==> src/rtl/aisnf_pkg.sv <==
// Shared types, constants and character functions for the AIVDM sentence framer.
`timescale 1ns / 1ps
`default_nettype none

package aisnf_pkg;

  localparam int FRAGMENT_CHARS_DEF = 61;
  localparam int QUEUE_DEPTH = 2;
  localparam int HDR_LEN = 14;

  localparam logic [6:0] PAYLOAD_SYMBOLS_RST = 7'd71;

  localparam logic [6:0] CH_COMMA = 7'h2C;
  localparam logic [6:0] CH_ZERO = 7'h30;
  localparam logic [6:0] CH_STAR = 7'h2A;
  localparam logic [6:0] CH_NL = 7'h0A;

  typedef enum logic [1:0] {
    HDR_SINGLE,
    HDR_FIRST,
    HDR_SECOND
  } hdr_sel_t;

  typedef enum logic [2:0] {
    PH_HDR,
    PH_SYM,
    PH_COMMA,
    PH_ZERO,
    PH_STAR,
    PH_HI,
    PH_LO,
    PH_NL
  } phase_t;

  // One classified item, handed from the front to the back.
  typedef struct packed {
    logic       hdr_en;
    hdr_sel_t   hdr_sel;
    logic [6:0] sym_char;
    logic       close;
    logic       newline;
    logic [6:0] sum;
  } cmd_t;

  // Character idx of the header "!AIVDM,n,k,,A,".
  function automatic logic [6:0] hdr_char(input hdr_sel_t sel, input logic [3:0] idx);
    logic [6:0] c;
    case (idx)
      4'd0:    c = 7'h21;
      4'd1:    c = 7'h41;
      4'd2:    c = 7'h49;
      4'd3:    c = 7'h56;
      4'd4:    c = 7'h44;
      4'd5:    c = 7'h4D;
      4'd7:    c = (sel == HDR_SINGLE) ? 7'h31 : 7'h32;
      4'd9:    c = (sel == HDR_SECOND) ? 7'h32 : 7'h31;
      4'd12:   c = 7'h41;
      default: c = CH_COMMA;
    endcase
    return c;
  endfunction

  // Checksum of the header characters after '!'.
  function automatic logic [6:0] hdr_xor(input hdr_sel_t sel);
    logic [6:0] x;
    x = 7'd0;
    for (int i = 1; i < HDR_LEN; i++) begin
      x = x ^ hdr_char(sel, 4'(i));
    end
    return x;
  endfunction

  function automatic logic [6:0] armor(input logic [5:0] v);
    return (v < 6'd40) ? ({1'b0, v} + 7'd48) : ({1'b0, v} + 7'd56);
  endfunction

  function automatic logic [6:0] hex_char(input logic [3:0] n);
    return (n < 4'd10) ? ({3'd0, n} + 7'h30) : ({3'd0, n} + 7'h37);
  endfunction

endpackage

`default_nettype wire

==> src/rtl/aisnf_front.sv <==
// Front end: length register, fragment tracking and checksum, one command per item.
`timescale 1ns / 1ps
`default_nettype none

module aisnf_front #(
  parameter int FRAGMENT_CHARS = aisnf_pkg::FRAGMENT_CHARS_DEF
) (
  input  wire logic             clk,
  input  wire logic             rst,
  input  wire logic             cfg_valid,
  output logic                  cfg_ready,
  input  wire logic [6:0]       cfg_data,
  input  wire logic             in_valid,
  output logic                  in_ready,
  input  wire logic [5:0]       symbol,
  output logic                  cmd_valid,
  input  wire logic             cmd_ready,
  output aisnf_pkg::cmd_t       cmd
);

  localparam logic [6:0] FC = 7'(FRAGMENT_CHARS);
  localparam logic [6:0] FC2 = 7'(2 * FRAGMENT_CHARS);

  logic [6:0] payload_symbols;
  logic [6:0] symbol_count;
  logic [6:0] running_xor;
  logic       fragment_index;

  logic [6:0] len;
  logic       two;
  logic [6:0] frag_len;
  logic [6:0] count_next;
  logic [6:0] xor_base;
  logic [6:0] xor_after;
  logic       accept;
  aisnf_pkg::hdr_sel_t sel;

  assign cfg_ready = 1'b1;
  assign in_ready  = cmd_ready;
  assign cmd_valid = in_valid;
  assign accept    = in_valid && cmd_ready;

  always_comb begin
    if (payload_symbols == 7'd0) begin
      len = 7'd1;
    end else if (payload_symbols > FC2) begin
      len = FC2;
    end else begin
      len = payload_symbols;
    end
    two = len > FC;
    if (!fragment_index) begin
      frag_len = two ? FC : len;
    end else begin
      frag_len = two ? (len - FC) : 7'd0;
    end
    if (fragment_index) begin
      sel = aisnf_pkg::HDR_SECOND;
    end else if (two) begin
      sel = aisnf_pkg::HDR_FIRST;
    end else begin
      sel = aisnf_pkg::HDR_SINGLE;
    end
    count_next = symbol_count + 7'd1;
    xor_base   = (symbol_count == 7'd0) ? aisnf_pkg::hdr_xor(sel) : running_xor;
    cmd.hdr_en   = (symbol_count == 7'd0);
    cmd.hdr_sel  = sel;
    cmd.sym_char = aisnf_pkg::armor(symbol);
    xor_after    = xor_base ^ cmd.sym_char;
    cmd.close    = count_next >= frag_len;
    cmd.newline  = cmd.close && !fragment_index && two;
    cmd.sum      = xor_after ^ aisnf_pkg::CH_COMMA ^ aisnf_pkg::CH_ZERO;
  end

  always_ff @(posedge clk) begin
    if (rst) begin
      payload_symbols <= aisnf_pkg::PAYLOAD_SYMBOLS_RST;
      symbol_count    <= 7'd0;
      running_xor     <= 7'd0;
      fragment_index  <= 1'b0;
    end else begin
      if (cfg_valid) begin
        payload_symbols <= cfg_data;
      end
      if (accept) begin
        if (cmd.close) begin
          symbol_count   <= 7'd0;
          running_xor    <= 7'd0;
          fragment_index <= cmd.newline;
        end else begin
          symbol_count <= count_next;
          running_xor  <= xor_after;
        end
      end
    end
  end

endmodule

`default_nettype wire

==> src/rtl/aisnf_queue.sv <==
// Small command queue between the front end and the character sequencer.
`timescale 1ns / 1ps
`default_nettype none

module aisnf_queue (
  input  wire logic            clk,
  input  wire logic            rst,
  input  wire logic            push_valid,
  output logic                 push_ready,
  input  wire aisnf_pkg::cmd_t push_cmd,
  output logic                 pop_valid,
  input  wire logic            pop_ready,
  output aisnf_pkg::cmd_t      pop_cmd
);

  localparam int D = aisnf_pkg::QUEUE_DEPTH;
  localparam int PW = (D > 1) ? $clog2(D) : 1;
  localparam int CW = $clog2(D + 1);

  aisnf_pkg::cmd_t entries [D];
  logic [PW-1:0] wr_ptr;
  logic [PW-1:0] rd_ptr;
  logic [CW-1:0] count;
  logic          push;
  logic          pop;

  assign push_ready = count != CW'(D);
  assign pop_valid  = count != '0;
  assign pop_cmd    = entries[rd_ptr];
  assign push       = push_valid && push_ready;
  assign pop        = pop_valid && pop_ready;

  always_ff @(posedge clk) begin
    if (push) begin
      entries[wr_ptr] <= push_cmd;
    end
  end

  always_ff @(posedge clk) begin
    if (rst) begin
      wr_ptr <= '0;
      rd_ptr <= '0;
      count  <= '0;
    end else begin
      if (push) begin
        wr_ptr <= (wr_ptr == PW'(D - 1)) ? '0 : wr_ptr + PW'(1);
      end
      if (pop) begin
        rd_ptr <= (rd_ptr == PW'(D - 1)) ? '0 : rd_ptr + PW'(1);
      end
      if (push && !pop) begin
        count <= count + CW'(1);
      end else if (pop && !push) begin
        count <= count - CW'(1);
      end
    end
  end

endmodule

`default_nettype wire

==> src/rtl/aisnf_back.sv <==
// Back end: expands a command into its symbol, any header and trailer.
`timescale 1ns / 1ps
`default_nettype none

module aisnf_back (
  input  wire logic            clk,
  input  wire logic            rst,
  input  wire logic            cmd_valid,
  output logic                 cmd_ready,
  input  wire aisnf_pkg::cmd_t cmd,
  output logic                 out_valid,
  input  wire logic            out_ready,
  output logic [6:0]           out_char,
  output logic                 run_last
);

  aisnf_pkg::phase_t phase;
  aisnf_pkg::phase_t phase_next;
  aisnf_pkg::cmd_t   cur;
  logic              busy;
  logic              busy_next;
  logic [3:0]        hidx;
  logic [3:0]        hidx_next;
  logic              step;
  logic              pop;
  logic [6:0]        ch;
  logic              last;

  assign step      = busy && (!out_valid || out_ready);
  assign pop       = cmd_valid && (!busy || (step && last));
  assign cmd_ready = pop;

  // Character generation
  always_comb begin
    ch   = aisnf_pkg::CH_NL;
    last = 1'b1;
    case (phase)
      aisnf_pkg::PH_HDR: begin
        ch   = aisnf_pkg::hdr_char(cur.hdr_sel, hidx);
        last = 1'b0;
      end
      aisnf_pkg::PH_SYM: begin
        ch   = cur.sym_char;
        last = !cur.close;
      end
      aisnf_pkg::PH_COMMA: begin
        ch   = aisnf_pkg::CH_COMMA;
        last = 1'b0;
      end
      aisnf_pkg::PH_ZERO: begin
        ch   = aisnf_pkg::CH_ZERO;
        last = 1'b0;
      end
      aisnf_pkg::PH_STAR: begin
        ch   = aisnf_pkg::CH_STAR;
        last = 1'b0;
      end
      aisnf_pkg::PH_HI: begin
        ch   = aisnf_pkg::hex_char({1'b0, cur.sum[6:4]});
        last = 1'b0;
      end
      aisnf_pkg::PH_LO: begin
        ch   = aisnf_pkg::hex_char(cur.sum[3:0]);
        last = !cur.newline;
      end
      aisnf_pkg::PH_NL: begin
        ch   = aisnf_pkg::CH_NL;
        last = 1'b1;
      end
      default: begin
        ch   = aisnf_pkg::CH_NL;
        last = 1'b1;
      end
    endcase
  end

  // Next state
  always_comb begin
    phase_next = phase;
    hidx_next  = hidx;
    busy_next  = busy;
    if (step) begin
      case (phase)
        aisnf_pkg::PH_HDR: begin
          hidx_next = hidx + 4'd1;
          if (hidx == 4'(aisnf_pkg::HDR_LEN - 1)) begin
            phase_next = aisnf_pkg::PH_SYM;
          end
        end
        aisnf_pkg::PH_SYM:   phase_next = aisnf_pkg::PH_COMMA;
        aisnf_pkg::PH_COMMA: phase_next = aisnf_pkg::PH_ZERO;
        aisnf_pkg::PH_ZERO:  phase_next = aisnf_pkg::PH_STAR;
        aisnf_pkg::PH_STAR:  phase_next = aisnf_pkg::PH_HI;
        aisnf_pkg::PH_HI:    phase_next = aisnf_pkg::PH_LO;
        aisnf_pkg::PH_LO:    phase_next = aisnf_pkg::PH_NL;
        default:             phase_next = aisnf_pkg::PH_NL;
      endcase
      if (last) begin
        busy_next = 1'b0;
      end
    end
    if (pop) begin
      busy_next  = 1'b1;
      hidx_next  = 4'd0;
      phase_next = cmd.hdr_en ? aisnf_pkg::PH_HDR : aisnf_pkg::PH_SYM;
    end
  end

  always_ff @(posedge clk) begin
    if (pop) begin
      cur <= cmd;
    end
    if (step) begin
      out_char <= ch;
      run_last <= last;
    end
  end

  always_ff @(posedge clk) begin
    if (rst) begin
      busy      <= 1'b0;
      phase     <= aisnf_pkg::PH_HDR;
      hidx      <= 4'd0;
      out_valid <= 1'b0;
    end else begin
      busy  <= busy_next;
      phase <= phase_next;
      hidx  <= hidx_next;
      if (step) begin
        out_valid <= 1'b1;
      end else if (out_ready) begin
        out_valid <= 1'b0;
      end
    end
  end

endmodule

`default_nettype wire

==> src/rtl/ais_payload_nmea_framer_core.sv <==
// Top level of the AIS payload to !AIVDM sentence framer.
//
// Usage:
//   symbol/in_valid/in_ready: one 6-bit payload symbol per item.
//   out_char/run_last/out_valid/out_ready: one ASCII character per item;
//     run_last marks the final character produced by an input symbol.
//   cfg_data/cfg_valid/cfg_ready: payload length in symbols (write only
//     while idle); cfg_ready is always high.
// Path to the output: command queue, sequencer command register, output register.
// Throughput: one character per cycle from the back-end sequencer while the
//   output is not stalled, and a symbol yields 1 character, 15 with a header,
//   and 5 or 6 more when it closes a fragment (1 to 21 characters). A
//   2-entry command queue lets the front end accept new symbols while the
//   sequencer is still expanding.
// Reset: length 71, first fragment, empty checksum, queue and output empty.
// Stall: while out_ready is low the output register holds; the queue fills
//   and then in_ready drops.
`timescale 1ns / 1ps
`default_nettype none

module ais_payload_nmea_framer_core #(
  parameter int FRAGMENT_CHARS = aisnf_pkg::FRAGMENT_CHARS_DEF
) (
  input  wire logic       clk,
  input  wire logic       rst,
  input  wire logic       cfg_valid,
  output logic            cfg_ready,
  input  wire logic [6:0] cfg_data,
  input  wire logic       in_valid,
  output logic            in_ready,
  input  wire logic [5:0] symbol,
  output logic            out_valid,
  input  wire logic       out_ready,
  output logic [6:0]      out_char,
  output logic            run_last
);

  aisnf_pkg::cmd_t front_cmd;
  aisnf_pkg::cmd_t back_cmd;
  logic            front_valid;
  logic            front_ready;
  logic            back_valid;
  logic            back_ready;

  aisnf_front #(
    .FRAGMENT_CHARS(FRAGMENT_CHARS)
  ) u_front (
    .clk       (clk),
    .rst       (rst),
    .cfg_valid (cfg_valid),
    .cfg_ready (cfg_ready),
    .cfg_data  (cfg_data),
    .in_valid  (in_valid),
    .in_ready  (in_ready),
    .symbol    (symbol),
    .cmd_valid (front_valid),
    .cmd_ready (front_ready),
    .cmd       (front_cmd)
  );

  aisnf_queue u_queue (
    .clk        (clk),
    .rst        (rst),
    .push_valid (front_valid),
    .push_ready (front_ready),
    .push_cmd   (front_cmd),
    .pop_valid  (back_valid),
    .pop_ready  (back_ready),
    .pop_cmd    (back_cmd)
  );

  aisnf_back u_back (
    .clk       (clk),
    .rst       (rst),
    .cmd_valid (back_valid),
    .cmd_ready (back_ready),
    .cmd       (back_cmd),
    .out_valid (out_valid),
    .out_ready (out_ready),
    .out_char  (out_char),
    .run_last  (run_last)
  );

endmodule

`default_nettype wire
==> config.mk <==
export PLATFORM = sky130hd
export DESIGN_NAME = ais_payload_nmea_framer_core
export DESIGN_NICKNAME = d
export VERILOG_FILES = /design/src/rtl/aisnf_pkg.sv /design/src/rtl/aisnf_front.sv /design/src/rtl/aisnf_queue.sv /design/src/rtl/aisnf_back.sv /design/src/rtl/ais_payload_nmea_framer_core.sv
export SDC_FILE = /design/constraint.sdc
export NUM_CORES = 1
export LEC_CHECK = 0
export ABC_AREA = 1
export BUFFER_PORTS_ARGS = -buffer_cell sky130_fd_sc_hd__clkbuf_2
export CORE_MARGIN = 2
export CORE_UTILIZATION = 30
export DETAILED_ROUTE_END_ITERATION = 8
export PLACE_DENSITY = 0.53
export SYNTH_ARGS = -nofsm -noshare
export SYNTH_HDL_FRONTEND = slang
export SYNTH_SLANG_ARGS = --single-unit
export TNS_END_PERCENT = 100
==> constraint.sdc <==
create_clock -name clk -period 3.6 [get_ports clk]
set_input_delay 0.18 -clock clk [delete_from_list [all_inputs] [get_ports clk]]
set_output_delay 0.18 -clock clk [all_outputs]
set_load 0.05 [all_outputs]
==> results of run 1 <==
what timing repair did:
item,in CTS,in global routing
resized for setup,0,4
buffers inserted,0,1
endpoints found under the setup margin,0,15
hold endpoints to repair,0,0
per-layer routing:
| metal | vias to the layer above | GRT usage, % |
|---|---|---|
| met1 | 1606 | 13.30 |
| met3 | 6 | 3.356 |
| met5 | - | 0 |
| li1 | 1763 | - |
| met4 | 0 | 3.200 |
| met2 | 43 | 19.92 |
cells by family after synthesis:
kind of cell             synth area share (%)
other                                 0.07665
AO/OA/AOI/OAI                           11.30
XOR/XNOR                                2.506
adder cells (fa/ha/maj)                 5.371
flip-flops                              54.02
AND/OR/NAND/NOR                         16.34
multiplexers                            4.348
buffers and inverters                   6.036
critical path: stages, from the launching register on:
cell,delay [ns]
dfxtp_2,0.39
nand2_2,0.10
nor2_1,0.11
nand2_1,0.07
inv_1,0.11
nor2_1,0.09
ha_1,0.21
nor3_2,0.19
nand3_2,0.12
nand2_4,0.11
inv_1,0.12
o21ai_0,0.09
o21ai_0,0.10
ha_1,0.31
a21oi_1,0.12
o21ai_0,0.09
a21oi_1,0.18
nand2_2,0.17
nor2_4,0.25
nand3_1,0.11
a21oi_1,0.12
registers in the layout, indices dropped and copies added (netlist names), named ones only:
name,cells
u_back.cur,18
u_front.fragment_index,1
u_back.busy,1
u_back.hidx,4
u_front.symbol_count,7
u_queue.count,2
u_front.payload_symbols,7
u_queue.wr_ptr,1
u_back.out_char,7
u_queue.rd_ptr,1
u_back.out_valid,1
u_front.running_xor,7
u_queue.entries,38
u_back.run_last,1
u_back.phase,3
power by group through the flow:
| stage | sequential, mW | clock, mW | combinational (mW) |
|---|---|---|---|
| 2_1_floorplan | 1.81 | 0 | 0.707 |
| 3_5_place_dp | 1.76 | 0 | 1.02 |
| 3_3_place_gp | 1.75 | 0 | 1.00 |
| 6_report | 1.73 | 1.00 | 1.01 |
| 4_1_cts | 1.73 | 1.04 | 1.03 |
| 5_1_grt | 1.77 | 1.08 | 1.14 |
metrics by stage:
stage	util, %	setup slack [ns]	cells	total power [mW]	cell area [um2]
6_report	35.28	0.3542	756	3.745	5604
5_1_grt	35.28	0.01705	756	3.989	5604
2_1_floorplan	-	0.6124	504	2.513	4892
3_3_place_gp	33.11	0.4000	738	2.753	5260
4_1_cts	35.10	0.2368	754	3.793	5575
3_5_place_dp	33.11	0.2465	738	2.779	5260
layout make-up:
cell class	instances	area share, %
flip-flops and latches	100	47.20
clock inverters	7	1.608
inverters	64	4.331
well taps	216	4.823
clock buffers	9	4.019
multi-input cells	330	35.21
repair buffers	30	2.813
how the worst min path moves through the flow:
stage                            from                    endpoint  slack, ns  cells past startpoint
after floorplan             symbol[1]      u_queue.entries[0][10]       0.28                      0
after global placement    cfg_data[6]  u_front.payload_symbols[6]       0.39                      3
after detailed placement  cfg_data[6]  u_front.payload_symbols[6]       0.39                      3
after CTS                 cfg_data[6]  u_front.payload_symbols[6]       0.04                      3
after global routing      cfg_data[6]  u_front.payload_symbols[6]       0.06                      3
final                     cfg_data[6]  u_front.payload_symbols[6]       0.05                      3
cells in the mapped netlist, types with 9 or more instances:
| cell type | number | area share (%) |
|---|---|---|
| inv_1 | 61 | 4.7 |
| edfxtp_1 | 64 | 39 |
| nand3_1 | 9 | 0.92 |
| a21oi_1 | 45 | 4.6 |
| xor2_1 | 11 | 2.0 |
| ha_1 | 21 | 5.4 |
| nand2_1 | 93 | 7.1 |
| o21ai_0 | 36 | 3.7 |
| dfxtp_1 | 36 | 15 |
| nor2_1 | 39 | 3.0 |
| mux2_2 | 18 | 4.1 |
==> results.cfg, run 1 <==
[power_and_ir_drop]
power.density_mw_per_mm2 = 668.2
power.internal_mw = 2.475
power.switching_mw = 1.270
ir_drop_mv = 0.2622
netSwitchingFraction_pct = 33.91
clock_power_share_pct = 26.8
combPwrFrac_pct = 27.1
power_frac_seq_pct = 46.1
p_leak_nw = 2.250

[finish]
drive_above_1_share_pct = 16.67
layout_common_cells = nand2_1, edfxtp_1, inv_1, a21oi_1, nor2_1
diodes = 0
fill_cells = 1616
seqCellArea_mm2 = 0.002645
mostFrequentLayoutCell = nand2_1
areaGrowthSynthToFinish_pct = 14.55
multiInputGateArea_mm2 = 0.001973
nets = 574

[routing]
wl_met2_um = 4684
drc = 0
routedWlPerCell_um = 12.19
drt_iter0_drc = 259
vias = 3418
wl_met1_um = 4177
wl_um = 9214
wl_met3_um = 270
postRouteAntennaNets = 0
top_layer_used = met4
dr.pass1.iters = 6
viasPerCell = 4.521

[setup_path]
worstSetupEndpoint = u_front.running_xor[1]
crit_required_ns = 3.87
worstReg2RegStart = u_front.payload_symbols[4]
r2r-end = u_front.running_xor[1]
cp_max_fo = 7
worstSetupPathType = flop to flop
end_kind = flop
start_kind = flop
critPathLaunch = u_front.payload_symbols[4]
reg2reg_depth = 20
r2r_slack_ns = 0.35
cp.arrival_ns = 3.51

[sta]
skew_ns = 0.005065
relSlewSlack_pct = 41.85
rsz0062_at_grt = false
hold_slack_ns = 0.05107
fmax_ghz = 0.3081
tightestPinTransition_ns = 0.8711
maxSlewViolCount = 0
finalSetupViolCount = 0
finalCritPeriodShare_pct = 90.16
finalHoldViolCount = 0
finalSetupTns_ns = 0
period_minus_slack_ns = 3.246

[clocking]
hold_buffers = 0
tritoncts = yes
cts_buffer_depth = 2
cts.clk_slew.worst_paths_ns = 0.07
numCtsBuffers = 9
clock_sinks = 100
cts_max_level = 3
cts-root-buf = clkbuf_16
clkLatencyLatePin_ns = 0.34

[synthesis]
netlist_instances = 504
syn-num-nets = 543
async_reset_ff_share_pct = 0
synthesis.area_mm2 = 0.004892
syn_area_per_cell_um2 = 9.707
synthFlopType = edfxtp_1
synth_edf_count = 64
ys_ff_latch = 100
ys_seq_area_share_pct = 54.02
synth_cell_type_count = 44
yosysWarnings = 0

[placement]
numPortBuffers = 27
gp_congestion = 0.8722
dp_hpwl_um = 6785

[global_routing]
grt_pass1_wl_um = 15750
grtUsageTotal_pct = 11.28
grt_pass1_vias = 3350
grt_start_max_net_pins = 23
gr-total-overflow = 0
antenna_found_initial = 0

[die]
initial_utilization_pct = 30.80
chipWidth_um = 131.7
fp-row-count = 46
core_mm2 = 0.01589
dieArea_mm2 = 0.01734
ios = 29
die_h_um = 131.7

[outcome]
status = complete, no violations

[min_path]
hp-class = primary input to flop

[run]
drv_cap = 0
(Power assumes the default switching activity.)
==> inputs of run 2 (changes only) <==
--- a/config.mk
+++ b/config.mk
@@ -9,6 +9,7 @@
 export BUFFER_PORTS_ARGS = -buffer_cell sky130_fd_sc_hd__clkbuf_2
 export CORE_MARGIN = 2
 export CORE_UTILIZATION = 30
+export CTS_BUF_LIST = sky130_fd_sc_hd__clkbuf_8
 export DETAILED_ROUTE_END_ITERATION = 8
 export PLACE_DENSITY = 0.53
 export SYNTH_ARGS = -nofsm -noshare
==> run 2 against run 1 <==
Net effect: hold slack got worse by 0.018 ns; design area fell by 1.0%; via count rose by 0.35%; count of clock-buffer cells in the layout did not move; worst setup slack improved by 0.0077 ns; wire length barely moved; non-clock buffer count rose by 4; power fell by 6.4%; register-to-register slack barely moved; highest routed layer unchanged.
==> results.cfg, run 2 (same netlist as run 1, synthesis figures left out) <==
[outcome]
status = complete, no violations

[setup_path]
path_buf_inv = 2
critical_path.top_delay_family = simple AND/OR/NAND/NOR gates
worstReg2RegStart = u_front.payload_symbols[3]
worstSetupEndpoint = u_front.running_xor[1]
slowest_stage = dfxtp_2
critPathLaunch = u_front.payload_symbols[3]
cp.arrival_ns = 3.54
worstSetupPathType = flop to flop
r2r_slack_ns = 0.36
start_kind = flop
worst-path-stages = 20
end_kind = flop
reg2reg_depth = 20
path_cells = nand2_2 > nor2_1 > nand2_1 > inv_1 > nor2_1 > ha_1 > nor3_2 > nand3_2 > nand2_4 > inv_1 > o21ai_0 > o21ai_0 > ha_1 > a21oi_1 > o21ai_0 > a21oi_1 > nand2_2 > nor2_4 > nand3_1 > a21oi_1
crit_required_ns = 3.90
critical-path-max-stage-delay_ns = 0.39
r2r-end = u_front.running_xor[1]
cp_max_fo = 7

[placement]
dp_hpwl_um = 6785
numPortBuffers = 27
placedCellCount = 738
gp_congestion = 0.8722

[sta]
finalCritPeriodShare_pct = 89.95
skew_ns = 0.004582
finalSetupTns_ns = 0
finalSetupViolCount = 0
relSlewSlack_pct = 41.68
fmax_ghz = 0.3088
period_minus_slack_ns = 3.238
rsz0062_at_grt = false
maxSlewViolCount = 0
tightestPinTransition_ns = 0.8736
finalHoldViolCount = 0

[die]
core_mm2 = 0.01589
initial_utilization_pct = 30.80
chipWidth_um = 131.7
fp-row-count = 46
die_h_um = 131.7
ios = 29
dieArea_mm2 = 0.01734

[routing]
drt_iter0_drc = 233
wl_um = 9222
dr.pass1.iters = 6
drc = 0
vias = 3430
postRouteAntennaNets = 0
viasPerCell = 4.513
routedWlPerCell_um = 12.13

[finish]
top_regs = u_queue.entries: 38 flops, u_back.cur: 18 flops
nets = 578
mostFrequentLayoutCell = nand2_1
diodes = 0
regMostFlops = u_queue.entries
fill_cells = 1629
areaGrowthSynthToFinish_pct = 13.38
final_core_util_pct = 34.92
layout_common_cells = nand2_1, edfxtp_1, inv_1, a21oi_1, nor2_1
largest_reg_flops = 38
drive_above_1_share_pct = 16.73
final_cells = 760

[clocking]
cts.clk_slew.worst_paths_ns = 0.10
tritoncts = yes
cts_max_level = 3
cts-root-buf = clkbuf_8
clkLatencyLatePin_ns = 0.37
clock_sinks = 100
numCtsBuffers = 9
cts_buffer_depth = 2

[power_and_ir_drop]
p_leak_nw = 2.221
ir_drop_mv = 0.2260
power.density_mw_per_mm2 = 631.9

[global_routing]
grt_pass1_vias = 3332
grt_start_max_net_pins = 23
grtUsageTotal_pct = 11.26
gr-total-overflow = 0
grt_pass1_wl_um = 15720
antenna_found_initial = 0

[run]
drv_cap = 0

[min_path]
hp-class = primary input to flop
==> run 2: worst min path at each step <==
stage | start | end | slack (ns) | cells after the start
floorplan | symbol[1] | u_queue.entries[0][10] | 0.28 | 0
global placement | cfg_data[6] | u_front.payload_symbols[6] | 0.39 | 3
detailed placement | cfg_data[6] | u_front.payload_symbols[6] | 0.39 | 3
CTS | cfg_data[4] | u_front.payload_symbols[4] | 0.008 | 3
global route | symbol[2] | u_queue.entries[1][11] | 0.02 | 1
finish | cfg_data[4] | u_front.payload_symbols[4] | 0.03 | 3
==> run 2: what timing repair did <==
item | 4_1_cts | 5_1_grt
hold buffers | 4 | 0
setup buffers | 0 | 1
endpoints found under the hold margin | 4 | 0
endpoints found under the setup margin | 0 | 15
resized for setup | 0 | 6
==> run 2: through the flow <==
step	worst slack [ns]	total power, mW	instance area, um2	hold WS [ns]
2_1_floorplan	0.6124	2.513	4892	0.2789
3_5_place_dp	0.2465	2.779	5260	0.3950
3_3_place_gp	0.4000	2.753	5260	0.3910
5_1_grt	0.02873	3.737	5547	0.02383
4_1_cts	0.2323	3.550	5514	0.008465
6_report	0.3619	3.505	5547	0.03267
==> run 2: per-layer routing <==
layer	vias to the layer above	global-route usage, %	routed length (um)	share of wire [%]
met1	1598	13.10	4172	45
met2	48	20.07	4620	50
met3	12	3.472	292	3.2
li1	1772	-	-	-
met5	-	0	0	0
met4	0	3.019	137	1.5
==> run 2: power by group <==
part / switching (mW) / internal (mW)
logic: 0.678 / 0.340
clock network: 0.421 / 0.341
registers: 0.148 / 1.58
==> run 2: area by class of cell <==
cell class,instances,area (um2),share of cell area (%)
multi-input cells,330,1973,35.57
well taps,216,270.3,4.873
inverters,64,242.7,4.376
flip-flops and latches,100,2649,47.76
clock inverters,7,90.09,1.624
clock buffers,9,123.9,2.233
repair buffers,34,197.7,3.564
==> run 2: worst reg2reg max path: stages (launching register included) <==
cell	delay (ns)
dfxtp_2	0.39
nand2_2	0.09
nor2_1	0.11
nand2_1	0.07
inv_1	0.11
nor2_1	0.09
ha_1	0.21
nor3_2	0.19
nand3_2	0.12
nand2_4	0.11
inv_1	0.12
o21ai_0	0.09
o21ai_0	0.10
ha_1	0.31
a21oi_1	0.13
o21ai_0	0.09
a21oi_1	0.18
nand2_2	0.17
nor2_4	0.25
nand3_1	0.11
a21oi_1	0.12
